===== config.mk =====
export PLATFORM = sky130hd
export DESIGN_NAME = calendar_date_adjust
export DESIGN_NICKNAME = d
export VERILOG_FILES = /design/src/rtl/core/cda_pkg.sv /design/src/rtl/core/cda_ctrl.sv /design/src/rtl/core/cda_dpath.sv /design/src/rtl/core/calendar_date_adjust.sv
export SDC_FILE = /design/constraint.sdc
export NUM_CORES = 1
export LEC_CHECK = 0
export ABC_AREA = 1
export BUFFER_PORTS_ARGS = -buffer_cell sky130_fd_sc_hd__buf_2
export CORE_ASPECT_RATIO = 1.4
export CORE_MARGIN = 2
export CORE_UTILIZATION = 55
export CTS_BUF_LIST = sky130_fd_sc_hd__clkbuf_2
export DETAILED_ROUTE_END_ITERATION = 8
export GPL_ROUTABILITY_DRIVEN = 0
export PLACE_DENSITY = 0.7
export SETUP_SLACK_MARGIN = 0.05
export SLEW_MARGIN = 20
export SYNTH_ARGS = -nofsm -noshare
export SYNTH_HDL_FRONTEND = slang
export SYNTH_HIERARCHICAL = 1
export SYNTH_SLANG_ARGS = --single-unit

===== constraint.sdc =====
create_clock -name clock -period 11.06 [get_ports clock]
set_clock_uncertainty 0.1 [all_clocks]
set_input_delay 2.212 -clock clock [delete_from_list [all_inputs] [get_ports clock]]
set_output_delay 2.212 -clock clock [all_outputs]
set_load 0.1 [all_outputs]

===== src/rtl/core/cda_pkg.sv =====
package cda_pkg;

   // Field widths of the request and result items
   localparam int YEAR_WIDTH   = 12;
   localparam int AMOUNT_WIDTH = 12;
   localparam int CFG_WIDTH    = 12;
   localparam int DAY_WIDTH    = 5;
   localparam int MONTH_WIDTH  = 4;

   // Working year: signed, wide enough for year +/- amount without wrap
   localparam int WYEAR_WIDTH = ((YEAR_WIDTH > AMOUNT_WIDTH) ? YEAR_WIDTH : AMOUNT_WIDTH) + 2;

   // Amount compared against a day count
   localparam int CMP_WIDTH = AMOUNT_WIDTH + DAY_WIDTH;

   // Shared multiplier operand width
   localparam int MUL_WIDTH = 16;

   // Divisibility by 25: y * inverse (mod 2^16) is at most the limit
   localparam logic [MUL_WIDTH-1:0] INV25       = 16'd23593;
   localparam logic [MUL_WIDTH-1:0] INV25_LIMIT = 16'd2621;

   // Division by 3 of a value below 2^16: (x * 43691) >> 17
   localparam logic [MUL_WIDTH-1:0] DIV3_MUL   = 16'd43691;
   localparam int                   DIV3_SHIFT = 17;

   localparam logic [MONTH_WIDTH-1:0] MONTHS    = 4'd12;
   localparam logic [MONTH_WIDTH-1:0] MONTH_FEB = 4'd2;
   localparam logic [DAY_WIDTH-1:0]   FEB_LEAP_LEN = 5'd29;

   localparam logic [DAY_WIDTH-1:0] MONTH_LEN [0:12] = '{
      5'd0, 5'd31, 5'd28, 5'd31, 5'd30, 5'd31, 5'd30,
      5'd31, 5'd31, 5'd30, 5'd31, 5'd30, 5'd31
   };

   // Reset values
   localparam logic [DAY_WIDTH-1:0]   RESET_DAY   = 5'd1;
   localparam logic [MONTH_WIDTH-1:0] RESET_MONTH = 4'd1;
   localparam logic [YEAR_WIDTH-1:0]  RESET_YEAR  = YEAR_WIDTH'(2001);
   localparam logic [CFG_WIDTH-1:0]   RESET_MIN_YEAR = CFG_WIDTH'(1500);
   localparam logic [CFG_WIDTH-1:0]   RESET_MAX_YEAR = CFG_WIDTH'(3000);

   // Register indexes
   localparam int CSR_INDEX_WIDTH = 1;
   localparam logic [CSR_INDEX_WIDTH-1:0] CSR_MIN_YEAR = 1'b0;
   localparam logic [CSR_INDEX_WIDTH-1:0] CSR_MAX_YEAR = 1'b1;

   typedef enum logic [2:0] {
      OP_SET        = 3'd0,
      OP_ADD_DAYS   = 3'd1,
      OP_SUB_DAYS   = 3'd2,
      OP_ADD_MONTHS = 3'd3,
      OP_SUB_MONTHS = 3'd4,
      OP_ADD_YEARS  = 3'd5,
      OP_SUB_YEARS  = 3'd6
   } req_op_type;

   typedef struct packed {
      req_op_type                req_type;
      logic [AMOUNT_WIDTH-1:0]   amount;
      logic [DAY_WIDTH-1:0]      set_day;
      logic [MONTH_WIDTH-1:0]    set_month;
      logic [YEAR_WIDTH-1:0]     set_year;
   } req_item_type;

   typedef struct packed {
      logic [DAY_WIDTH-1:0]      cur_day;
      logic [MONTH_WIDTH-1:0]    cur_month;
      logic [YEAR_WIDTH-1:0]     cur_year;
      logic                      error;
   } rsp_item_type;

   typedef enum logic [3:0] {
      ST_IDLE,
      ST_YEARS,
      ST_MDIV,
      ST_MQUOT,
      ST_MAPPLY,
      ST_LEAP_MUL,
      ST_LEAP_SET,
      ST_DAYS,
      ST_FILL,
      ST_CHECK,
      ST_DONE
   } cda_state_type;

   // Sequencer commands to the datapath
   typedef struct packed {
      logic load;
      logic year_step;
      logic mdiv;
      logic mquot;
      logic mapply;
      logic leap_mul;
      logic leap_set;
      logic day_step;
      logic fill;
      logic check;
      logic out_load;
   } cda_ctrl_type;

   // Datapath status back to the sequencer
   typedef struct packed {
      req_op_type op;
      logic       day_fits;
      logic       year_cross;
      logic       fill_pend;
   } cda_stat_type;

   // Length of a month; zero for a month code outside 1..12
   function automatic logic [DAY_WIDTH-1:0] days_in_month(
      input logic [MONTH_WIDTH-1:0] month,
      input logic                   leap
   );
      logic [DAY_WIDTH-1:0] len;
      if (month > MONTHS) begin
         len = '0;
      end else if (month == MONTH_FEB && leap) begin
         len = FEB_LEAP_LEN;
      end else begin
         len = MONTH_LEN[month];
      end
      return len;
   endfunction

endpackage


===== src/rtl/core/cda_ctrl.sv =====
module cda_ctrl
   import cda_pkg::*;
(
   input  logic         clock,
   input  logic         reset,
   input  logic         req_valid,
   input  req_op_type   req_op,
   input  cda_stat_type stat,
   input  logic         out_free,
   output cda_ctrl_type ctrl,
   output logic         busy
);

   cda_state_type state_ff;
   cda_state_type state_in;

   // State register
   always_ff @(posedge clock) begin
      if (reset) begin
         state_ff <= ST_IDLE;
      end else begin
         state_ff <= state_in;
      end
   end

   // Next state
   always_comb begin
      state_in = state_ff;
      unique case (state_ff)
         ST_IDLE: begin
            if (req_valid) begin
               unique case (req_op)
                  OP_SET, OP_ADD_DAYS, OP_SUB_DAYS: state_in = ST_LEAP_MUL;
                  OP_ADD_MONTHS, OP_SUB_MONTHS:     state_in = ST_MDIV;
                  OP_ADD_YEARS, OP_SUB_YEARS:       state_in = ST_YEARS;
                  default:                          state_in = ST_DONE;
               endcase
            end
         end
         ST_YEARS:    state_in = ST_LEAP_MUL;
         ST_MDIV:     state_in = ST_MQUOT;
         ST_MQUOT:    state_in = ST_MAPPLY;
         ST_MAPPLY:   state_in = ST_LEAP_MUL;
         ST_LEAP_MUL: state_in = ST_LEAP_SET;
         ST_LEAP_SET: begin
            if (stat.op == OP_ADD_DAYS || stat.op == OP_SUB_DAYS) begin
               state_in = stat.fill_pend ? ST_FILL : ST_DAYS;
            end else begin
               state_in = ST_CHECK;
            end
         end
         ST_FILL:     state_in = ST_DAYS;
         ST_DAYS: begin
            priority if (stat.day_fits) begin
               state_in = ST_CHECK;
            end else if (stat.year_cross) begin
               state_in = ST_LEAP_MUL;
            end else begin
               state_in = ST_DAYS;
            end
         end
         ST_CHECK:    state_in = ST_DONE;
         ST_DONE:     state_in = out_free ? ST_IDLE : ST_DONE;
         default:     state_in = ST_IDLE;
      endcase
   end

   // Commands
   always_comb begin
      ctrl           = '0;
      ctrl.load      = (state_ff == ST_IDLE) && req_valid;
      ctrl.year_step = (state_ff == ST_YEARS);
      ctrl.mdiv      = (state_ff == ST_MDIV);
      ctrl.mquot     = (state_ff == ST_MQUOT);
      ctrl.mapply    = (state_ff == ST_MAPPLY);
      ctrl.leap_mul  = (state_ff == ST_LEAP_MUL);
      ctrl.leap_set  = (state_ff == ST_LEAP_SET);
      ctrl.day_step  = (state_ff == ST_DAYS);
      ctrl.fill      = (state_ff == ST_FILL);
      ctrl.check     = (state_ff == ST_CHECK);
      ctrl.out_load  = (state_ff == ST_DONE) && out_free;
      busy           = (state_ff != ST_IDLE);
   end

endmodule


===== src/rtl/core/cda_dpath.sv =====
module cda_dpath
   import cda_pkg::*;
(
   input  logic                 clock,
   input  logic                 reset,
   input  cda_ctrl_type         ctrl,
   input  req_item_type         req,
   input  logic [CFG_WIDTH-1:0] min_year,
   input  logic [CFG_WIDTH-1:0] max_year,
   output cda_stat_type         stat,
   output rsp_item_type         result
);

   localparam int EXT_W = WYEAR_WIDTH - YEAR_WIDTH;
   localparam int CFG_EXT_W = WYEAR_WIDTH - CFG_WIDTH;
   localparam logic signed [WYEAR_WIDTH-1:0] YEAR_TOP = {{EXT_W{1'b0}}, {YEAR_WIDTH{1'b1}}};

   // Held date
   logic [DAY_WIDTH-1:0]   day_ff,   day_in;
   logic [MONTH_WIDTH-1:0] month_ff, month_in;
   logic [YEAR_WIDTH-1:0]  year_ff,  year_in;
   logic                   err_ff,   err_in;
   logic                   fill_ff,  fill_in;

   // Working date and operands
   req_op_type                     op_ff,   op_in;
   logic [DAY_WIDTH-1:0]           wd_ff,   wd_in;
   logic [MONTH_WIDTH-1:0]         wm_ff,   wm_in;
   logic signed [WYEAR_WIDTH-1:0]  wy_ff,   wy_in;
   logic [AMOUNT_WIDTH-1:0]        n_ff,    n_in;
   logic [AMOUNT_WIDTH-1:0]        q_ff,    q_in;
   logic [2*MUL_WIDTH-1:0]         prod_ff, prod_in;
   logic                           leap_ff, leap_in;

   logic [DAY_WIDTH-1:0]           len;
   logic [DAY_WIDTH-1:0]           room;
   logic                           is_add;
   logic                           day_fits;
   logic [MUL_WIDTH-1:0]           mul_a;
   logic [MUL_WIDTH-1:0]           mul_b;
   logic signed [WYEAR_WIDTH-1:0]  n_s;
   logic signed [WYEAR_WIDTH-1:0]  q_s;
   logic [DAY_WIDTH-1:0]           mm1;
   logic [DAY_WIDTH-1:0]           msum;
   logic [DAY_WIDTH-1:0]           mrem;
   logic                           mcarry;
   logic                           year_ok;
   logic                           chk_err;
   logic [DAY_WIDTH-1:0]           clamp_d;

   // Shared multiplier: leap test of the working year, or amount / 12
   always_comb begin
      mul_a = ctrl.mdiv ? MUL_WIDTH'(n_ff >> 2) : MUL_WIDTH'(wy_ff);
      mul_b = ctrl.mdiv ? DIV3_MUL : INV25;
   end

   // Day stepping status
   always_comb begin
      len      = days_in_month(wm_ff, leap_ff);
      room     = len - wd_ff;
      is_add   = (op_ff == OP_ADD_DAYS);
      day_fits = is_add ? (CMP_WIDTH'(n_ff) <= CMP_WIDTH'(room))
                        : (CMP_WIDTH'(n_ff) <  CMP_WIDTH'(wd_ff));
      stat.op         = op_ff;
      stat.day_fits   = day_fits;
      stat.year_cross = is_add ? (wm_ff == MONTHS) : (wm_ff == 4'd1);
      stat.fill_pend  = fill_ff;
   end

   // Month arithmetic terms
   always_comb begin
      n_s  = $signed({{(WYEAR_WIDTH-AMOUNT_WIDTH){1'b0}}, n_ff});
      q_s  = $signed({{(WYEAR_WIDTH-AMOUNT_WIDTH){1'b0}}, q_ff});
      mm1  = DAY_WIDTH'(wm_ff) - 5'd1;
      mrem = DAY_WIDTH'(n_ff[MONTH_WIDTH-1:0]);
      if (op_ff == OP_ADD_MONTHS) begin
         msum   = mm1 + mrem;
         mcarry = (msum >= DAY_WIDTH'(MONTHS));
         if (mcarry) begin
            msum = msum - DAY_WIDTH'(MONTHS);
         end
      end else begin
         mcarry = (mm1 < mrem);
         msum   = mcarry ? (mm1 + DAY_WIDTH'(MONTHS) - mrem) : (mm1 - mrem);
      end
   end

   // Final check of the working date
   always_comb begin
      year_ok = (wy_ff >= $signed({{CFG_EXT_W{1'b0}}, min_year})) &&
                (wy_ff <= $signed({{CFG_EXT_W{1'b0}}, max_year})) &&
                (wy_ff >= 0) && (wy_ff <= YEAR_TOP);
      clamp_d = (wd_ff > len) ? len : wd_ff;
      if (op_ff == OP_SET) begin
         chk_err = (wd_ff == '0) || (wd_ff > len) || !year_ok;
      end else begin
         chk_err = !year_ok;
      end
   end

   // Next values
   always_comb begin
      day_in   = day_ff;
      month_in = month_ff;
      year_in  = year_ff;
      err_in   = err_ff;
      fill_in  = fill_ff;
      op_in    = op_ff;
      wd_in    = wd_ff;
      wm_in    = wm_ff;
      wy_in    = wy_ff;
      n_in     = n_ff;
      q_in     = q_ff;
      prod_in  = prod_ff;
      leap_in  = leap_ff;

      // take a new item
      if (ctrl.load) begin
         op_in   = req.req_type;
         n_in    = req.amount;
         fill_in = 1'b0;
         if (req.req_type == OP_SET) begin
            wd_in = req.set_day;
            wm_in = req.set_month;
            wy_in = $signed({{EXT_W{1'b0}}, req.set_year});
         end else begin
            wd_in = day_ff;
            wm_in = month_ff;
            wy_in = $signed({{EXT_W{1'b0}}, year_ff});
         end
         unique case (req.req_type)
            OP_SET, OP_ADD_DAYS, OP_SUB_DAYS, OP_ADD_MONTHS,
            OP_SUB_MONTHS, OP_ADD_YEARS, OP_SUB_YEARS: err_in = 1'b0;
            default:                                   err_in = 1'b1;
         endcase
      end

      // whole years
      if (ctrl.year_step) begin
         wy_in = (op_ff == OP_ADD_YEARS) ? (wy_ff + n_s) : (wy_ff - n_s);
      end

      // multiplier
      if (ctrl.mdiv || ctrl.leap_mul) begin
         prod_in = mul_a * mul_b;
      end

      // months: quotient and remainder of amount / 12
      if (ctrl.mquot) begin
         q_in = AMOUNT_WIDTH'(prod_ff >> DIV3_SHIFT);
         n_in = n_ff - ((q_in << 3) + (q_in << 2));
      end

      if (ctrl.mapply) begin
         wm_in = MONTH_WIDTH'(msum + 5'd1);
         if (op_ff == OP_ADD_MONTHS) begin
            wy_in = wy_ff + q_s + WYEAR_WIDTH'(mcarry);
         end else begin
            wy_in = wy_ff - q_s - WYEAR_WIDTH'(mcarry);
         end
      end

      // leap: divisible by 4, and by 400 when divisible by 100
      if (ctrl.leap_set) begin
         leap_in = (wy_ff[1:0] == 2'b00) &&
                   ((prod_ff[MUL_WIDTH-1:0] > INV25_LIMIT) || (wy_ff[3:0] == 4'b0000));
      end

      // one day or month step
      if (ctrl.day_step) begin
         if (day_fits) begin
            wd_in = is_add ? (wd_ff + DAY_WIDTH'(n_ff)) : (wd_ff - DAY_WIDTH'(n_ff));
            n_in  = '0;
         end else if (is_add) begin
            n_in  = n_ff - AMOUNT_WIDTH'(room) - AMOUNT_WIDTH'(1);
            wd_in = 5'd1;
            if (wm_ff == MONTHS) begin
               wm_in = 4'd1;
               wy_in = wy_ff + WYEAR_WIDTH'(1);
            end else begin
               wm_in = wm_ff + MONTH_WIDTH'(1);
            end
         end else begin
            n_in = n_ff - AMOUNT_WIDTH'(wd_ff);
            if (wm_ff == 4'd1) begin
               wm_in   = MONTHS;
               wy_in   = wy_ff - WYEAR_WIDTH'(1);
               fill_in = 1'b1;
            end else begin
               wm_in = wm_ff - MONTH_WIDTH'(1);
               wd_in = days_in_month(wm_ff - MONTH_WIDTH'(1), leap_ff);
            end
         end
      end

      // last day of the month entered across a year boundary
      if (ctrl.fill) begin
         wd_in   = len;
         fill_in = 1'b0;
      end

      // commit or reject
      if (ctrl.check) begin
         err_in = chk_err;
         if (!chk_err) begin
            day_in   = clamp_d;
            month_in = wm_ff;
            year_in  = wy_ff[YEAR_WIDTH-1:0];
         end
      end
   end

   // Control and held date
   always_ff @(posedge clock) begin
      if (reset) begin
         day_ff   <= RESET_DAY;
         month_ff <= RESET_MONTH;
         year_ff  <= RESET_YEAR;
         err_ff   <= 1'b0;
         fill_ff  <= 1'b0;
      end else begin
         day_ff   <= day_in;
         month_ff <= month_in;
         year_ff  <= year_in;
         err_ff   <= err_in;
         fill_ff  <= fill_in;
      end
   end

   // Working registers
   always_ff @(posedge clock) begin
      op_ff   <= op_in;
      wd_ff   <= wd_in;
      wm_ff   <= wm_in;
      wy_ff   <= wy_in;
      n_ff    <= n_in;
      q_ff    <= q_in;
      prod_ff <= prod_in;
      leap_ff <= leap_in;
   end

   always_comb begin
      result.cur_day   = day_ff;
      result.cur_month = month_ff;
      result.cur_year  = year_ff;
      result.error     = err_ff;
   end

endmodule


===== src/rtl/core/calendar_date_adjust.sv =====
// Channel | Ports                            | Direction | Moves
// --------+----------------------------------+-----------+---------------------------
// request | req_valid, req_stall, req_data   | in        | one request item
// result  | rsp_valid, rsp_stall, rsp_data   | out       | held date and error flag
// config  | csr_wr_en, csr_index, csr_wr_data| in        | min_year / max_year write
//
// One item at a time; req_stall is high from acceptance until the result is in the
// output register. Set goes LEAP_MUL, LEAP_SET, CHECK, DONE; years put YEARS first,
// months MDIV, MQUOT, MAPPLY. Days add a DAYS state per month crossed and redo the
// leap test per year crossed (plus FILL backwards) on the shared 16x16 multiplier.
// Synchronous reset gives 1/1/2001 and a window of 1500..3000; no clearing pass.
// The output register frees the sequencer while a result waits under rsp_stall.
module calendar_date_adjust
   import cda_pkg::*;
(
   input  logic                       clock,
   input  logic                       reset,
   input  logic                       req_valid,
   output logic                       req_stall,
   input  req_item_type               req_data,
   output logic                       rsp_valid,
   input  logic                       rsp_stall,
   output rsp_item_type               rsp_data,
   input  logic                       csr_wr_en,
   input  logic [CSR_INDEX_WIDTH-1:0] csr_index,
   input  logic [CFG_WIDTH-1:0]       csr_wr_data
);

   logic [CFG_WIDTH-1:0] min_year_ff, min_year_in;
   logic [CFG_WIDTH-1:0] max_year_ff, max_year_in;
   logic                 rsp_valid_ff, rsp_valid_in;
   rsp_item_type         rsp_data_ff, rsp_data_in;

   cda_ctrl_type ctrl;
   cda_stat_type stat;
   rsp_item_type result;
   logic         busy;
   logic         out_free;

   // Output register is free when empty or being taken
   assign out_free = !rsp_valid_ff || !rsp_stall;

   cda_ctrl u_ctrl (
      .clock     (clock),
      .reset     (reset),
      .req_valid (req_valid),
      .req_op    (req_data.req_type),
      .stat      (stat),
      .out_free  (out_free),
      .ctrl      (ctrl),
      .busy      (busy)
   );

   cda_dpath u_dpath (
      .clock    (clock),
      .reset    (reset),
      .ctrl     (ctrl),
      .req      (req_data),
      .min_year (min_year_ff),
      .max_year (max_year_ff),
      .stat     (stat),
      .result   (result)
   );

   // Year window registers
   always_comb begin
      min_year_in = min_year_ff;
      max_year_in = max_year_ff;
      if (csr_wr_en) begin
         unique case (csr_index)
            CSR_MIN_YEAR: min_year_in = csr_wr_data;
            CSR_MAX_YEAR: max_year_in = csr_wr_data;
            default:      min_year_in = min_year_ff;
         endcase
      end
   end

   // Result register
   always_comb begin
      rsp_valid_in = rsp_valid_ff;
      rsp_data_in  = rsp_data_ff;
      if (ctrl.out_load) begin
         rsp_valid_in = 1'b1;
         rsp_data_in  = result;
      end else if (!rsp_stall) begin
         rsp_valid_in = 1'b0;
      end
   end

   always_ff @(posedge clock) begin
      if (reset) begin
         min_year_ff  <= RESET_MIN_YEAR;
         max_year_ff  <= RESET_MAX_YEAR;
         rsp_valid_ff <= 1'b0;
      end else begin
         min_year_ff  <= min_year_in;
         max_year_ff  <= max_year_in;
         rsp_valid_ff <= rsp_valid_in;
      end
   end

   always_ff @(posedge clock) begin
      rsp_data_ff <= rsp_data_in;
   end

   assign req_stall = busy;
   assign rsp_valid = rsp_valid_ff;
   assign rsp_data  = rsp_data_ff;

endmodule

* After elaboration in Yosys (flattened, before gate mapping)
Memories as Yosys holds them, arrays and structs flattened.
Index checks and enable logic that the tools add are counted.
** Operators by class
- Equality and inequality tests :: 26
- Muxes and demuxes :: 68
- Magnitude comparators :: 14
- Bitwise gates (word level) :: 4
- Add/subtract/negate cells :: 25
- Multiply operators :: 1
- Reductions and logical operators :: 35
** Operator list (count)
- $mux 14 :: 10
- $mux 5 :: 17
- $mux 12 :: 6
- $mux 4 :: 16
- $pmux 4 s10 :: 1
- $mux 16 :: 2
- $mul 16x16->29 :: 1
- $sub 12x5->12 :: 2
- $eq 4x2->1 const B :: 4
- $eq 4x3->1 const B :: 4
- $eq 4x4->1 const B :: 4
- $gt 16x12->1 const B :: 1
- $add 14x1->14 :: 1
- $add 14x12->14 :: 1
- $add 14x13->14 :: 1
- $add 14x2->14 const B :: 1
- $ge 14x1->1 const B :: 1
- $ge 14x13->1 :: 1
- $le 14x13->1 :: 1
- $le 14x13->1 const B :: 1
- $mux 1 :: 14
- $sub 14x1->14 :: 1
- $sub 14x12->14 :: 1
- $sub 14x13->14 :: 1
- 44 further kinds :: 80
** Storage, ports and cells
- Memory bits (read-only) :: 160
- Word-level logic and storage cells :: 196
- Output and inout bits :: 24
- Memories :: 2
- Register bits after elaboration :: 154
- Input port bits :: 54
** Memory list
- (no name shown) :: depth 16, bits a word 5, read ports 1, clocked after memory_dff 0, write ports 0, line cda_pkg.sv:121 : len = MONTH_LEN[month];
- (no name shown) :: depth 16, bits a word 5, read ports 1, clocked after memory_dff 0, write ports 0, line cda_pkg.sv:121

* Logic depth before layout (Yosys ltp)
- Word-level depth :: 12
- Depth in mapped cells :: 35
- Mapped depth without buffers :: 35

* Hierarchy
Netlist, hierarchy kept.
** By module, submodules not included
- cda_dpath :: area each 15725.1 sq um, cells an instance 2008, seq. area each 2572.5 sq um, instances 1
- calendar_date_adjust :: area each 1592.8 sq um, cells an instance 145, seq. area each 1161.1 sq um, instances 1
- cda_ctrl :: area each 460.4 sq um, cells an instance 96, seq. area each 80.1 sq um, instances 1

* Worst setup path after synthesis
Ideal clock, no wire load.
- Kind :: reg-to-reg
- From :: register u_ctrl.state_ff[3]
- To :: register u_dpath.prod_ff[28] (data pin)
- Path slack :: 4.605 ns
- Path buffers :: 2
- Data required time :: 10.700 ns
- Data arrival time :: 6.095 ns
- Stages on the path, launching flop included :: 27
- Library setup time :: 0.260 ns
- Clock period less this slack :: 6.455 ns
- Cell sequence :: dfxtp_1 nor2_1 inv_1 nor2_1 clkbuf_1 clkbuf_1 nand2_1 o21ai_0 fa_1 fa_1 fa_1 fa_1 inv_1 fa_1 fa_1 inv_1 ha_1 nand2_1 nor4_1 nand4_1 nand3_1 nand2_1 nand2_1 a21oi_1 nor2_1 nor2_1 xnor2_1
** RTL lines
- start, declared :: line cda_ctrl.sv:14 : cda_state_type state_ff;
- start signal, assigned :: line cda_ctrl.sv:22 : state_ff <= state_in;
- end signal, assigned :: line cda_dpath.sv:238 : prod_ff <= prod_in;
- end, declared :: line cda_dpath.sv:32 : logic [2*MUL_WIDTH-1:0] prod_ff, prod_in;

==> flow_metrics.env <==
export IMPL_status="completed"
export IMPL_synth_top_area_share_pct=17.8
export IMPL_drt_initial_drc_count=1262
export IMPL_fin_crit_sh_pct=63.8
export IMPL_synth_area_top_cells="ha_1, fa_1, edfxtp_1, dfxtp_1, inv_1"
export IMPL_core_area_um2=31700
export IMPL_cts_max_level=4
export IMPL_setup_viol=0
export IMPL_synth_warnings=6
export IMPL_critPathMostFrequentCell="fa_1"
export IMPL_ys_seq_elements=152
export IMPL_cts_buffer_depth=2
export IMPL_cts_tree="done"
export IMPL_crit_chain="inv_1 -> nand2_1 -> nor2_2 -> buf_4 -> o21ai_0 -> fa_1 -> fa_1 -> fa_1 -> fa_1 -> inv_1 -> fa_1 -> fa_1 -> inv_1 -> ha_1 -> nand2_1 -> nor4_1 -> nand4_1 -> nand3_1 -> nand2_1 -> nand2_1 -> a21oi_1 -> nor2_1 -> nor2_1 -> xnor2_1"
export IMPL_worst_ep_required_time_ns=11.63
export IMPL_slowest_stage="o21ai_0"
export IMPL_critPathMaxStageDelay_ns=0.76
export IMPL_cts_sinks=152
export IMPL_post_cts_buffers=0
export IMPL_start_util_pct=56.1
export IMPL_routed_wl_mm=50.5
export IMPL_pre_cts_slack_ns=3.99
export IMPL_drive_above_1_share_pct=7.92
export IMPL_chipHeight_um=217
export IMPL_yosys_most_used_dff="edfxtp_1"
export IMPL_ios=78
export IMPL_path_buf_inv=4
export IMPL_critical_path_top_delay_family="adder cells"
export IMPL_io_buffers=77
export IMPL_rows=77
export IMPL_synth_edf_count=77
export IMPL_dp_cells=2687
export IMPL_cts_buffers=17
export IMPL_synth_area_leader_cell="ha_1"
export IMPL_post_synth_cell_area_avg_um2=7.90
export IMPL_tns_ns=0
export IMPL_holdWs_ns=0.357
export IMPL_die_area_um2=33800
export IMPL_worst_pin_slew_ns=1.04
export IMPL_start_kind="flip-flop"
export IMPL_grt_pass1_vias=15787
export IMPL_finalNonFillerCells=2720
export IMPL_path_clk_slew_ns=0.28
export IMPL_dr_pass1_iters=6
export IMPL_fin_crit_ns=7.06
export IMPL_drc_errors=0
export IMPL_grtUsageTotal_pct=30.7
export IMPL_grt_max_degree=42
export IMPL_cap_violations=0
export IMPL_arrival_ns=7.63
export IMPL_hp_class="reg -> reg"
export IMPL_synthDistinctLibCells=62
export IMPL_critical_path_class="reg -> reg"
export IMPL_synthesis_area_um2=17800
export IMPL_antenna_found_initial=1
export IMPL_ys_seq_area_share_pct=21.5
export IMPL_hold_viol_final=0
export IMPL_grt_overflow_total=0
export IMPL_max_freq_mhz=142
export IMPL_grt_setup_unrepaired="false"
export IMPL_yosysMostFrequentCell="inv_1"
export IMPL_critPathCaptureType="flip-flop"
export IMPL_ctsHoldBuffers=0
export IMPL_ys_top_cells_by_count="inv_1, nand2_1, ha_1, nor2_1, o21ai_0"
export IMPL_syn2layout_area_growth_pct=5.62
export IMPL_route_antenna_remaining_nets=0
export IMPL_dp_hpwl_mm=41.4
export IMPL_syn_inst=2249
export IMPL_wl_per_cell_um=18.6
export IMPL_crit_path_max_fanout=38
export IMPL_setup_slack_ns=4.00
export IMPL_vias_per_cell=5.75
export IMPL_synthArstFlopShare_pct=0
export IMPL_final_max_slew_violation_count=0
export IMPL_ctsResizeCount=0
export IMPL_layout_nets=2744
export IMPL_slew_headroom_pct=30.4
export IMPL_die_x_um=156
export IMPL_clockRootBuffer="clkbuf_2"
export IMPL_clk_latency_ns=0.86
export IMPL_route_vias_total=15634
export IMPL_grt_pass1_wl_mm=80.6
## cell type report
cell class	count	area (um^2)
fill	2913	12900
multi-input combinational	1669	12300
sequential	152	3810
inverter	384	1440
tap	395	494
timing repair buffer	87	460
clock inverter	14	184
clock buffer	18	90.1
antenna	1	2.50
## state kept, by name (all words and copies together), names as in the netlist, 3 cells and up
register,flops
max_year_ff,12
min_year_ff,12
rsp_data,22
u_ctrl/state_ff,4
u_dpath/day_ff,5
u_dpath/month_ff,4
u_dpath/n_ff,12
u_dpath/op_ff,3
u_dpath/prod_ff,27
u_dpath/q_ff,12
u_dpath/wd_ff,5
u_dpath/wm_ff,4
u_dpath/wy_ff,14
u_dpath/year_ff,12
## per-layer routing
metal  up-vias  GRT usage (%)  part of all wire [%]
met4         0           18.5                   6.3
met1      7344           36.2                    39
li1       7507              -                     -
met5         -              0                     0
met3       164           3.58                   5.4
met2       619           53.2                    49
## through the flow
stage | utilization [%] | instance area [um^2]
2_1_floorplan | - | 17900
4_1_cts | 59.2 | 18800
3_5_place_dp | 58.4 | 18500
3_3_place_gp | 58.4 | 18500
6_report | 59.2 | 18800
5_1_grt | 59.2 | 18800
## cells in the final DEF (no fill, tap or decap), types with 8 or more instances in the layout
| master | instances |
|---|---|
| o22ai_1 | 19 |
| o21ai_1 | 12 |
| nor2_1 | 203 |
| inv_1 | 368 |
| nor3_1 | 22 |
| nor2_2 | 8 |
| o211ai_1 | 11 |
| o21ai_0 | 153 |
| conb_1 | 22 |
| nor4_1 | 8 |
| buf_4 | 10 |
| inv_2 | 10 |
| a31oi_1 | 13 |
| edfxtp_1 | 77 |
| a21oi_1 | 146 |
| dfxtp_1 | 75 |
| nand3_1 | 125 |
| o211ai_2 | 9 |
| fa_1 | 126 |
| nand4_1 | 17 |
| xnor2_1 | 24 |
| buf_2 | 77 |
| nand2_1 | 338 |
| xor2_1 | 67 |
| ha_1 | 253 |
| clkbuf_2 | 18 |
## cell families after synthesis
group,after synthesis,share of synthesized area [%]
AO/OA/AOI/OAI,422,13.8
XOR/XNOR,91,4.48
adder cells (fa/ha/maj),379,32.0
buffers and inverters,448,9.89
flip-flops,152,21.5
multiplexers,1,0.0563
other,2,0.0422
AND/OR/NAND/NOR,754,18.3
## worst register-to-register path, cell delays in order (launching register included)
cell     delay (ns)
dfxtp_1        0.48
inv_1          0.08
nand2_1        0.19
nor2_2         0.07
buf_4          0.25
o21ai_0        0.79
fa_1           0.56
fa_1           0.49
fa_1           0.52
fa_1           0.58
inv_1          0.07
fa_1           0.51
fa_1           0.55
inv_1          0.04
ha_1           0.39
nand2_1        0.12
nor4_1         0.31
nand4_1        0.13
nand3_1        0.15
nand2_1        0.07
nand2_1        0.09
a21oi_1        0.07
nor2_1         0.09
nor2_1         0.05
xnor2_1        0.11
## path summary, 6_finish.rpt
path | from | end | slack [ns] | cells past startpoint
setup / recovery | u_ctrl/state_ff[0] | u_dpath/prod_ff[28] | 4.00 | 24
hold / removal | u_dpath/year_ff[3] | rsp_data[4] | 0.36 | 0
hold reg to reg | u_dpath/year_ff[3] | rsp_data[4] | 0.36 | 0
setup reg to reg | u_ctrl/state_ff[0] | u_dpath/prod_ff[28] | 4.00 | 24
Power is not shown: default switching activity piles up to over one toggle a cycle in this logic, so the estimate is an artifact.
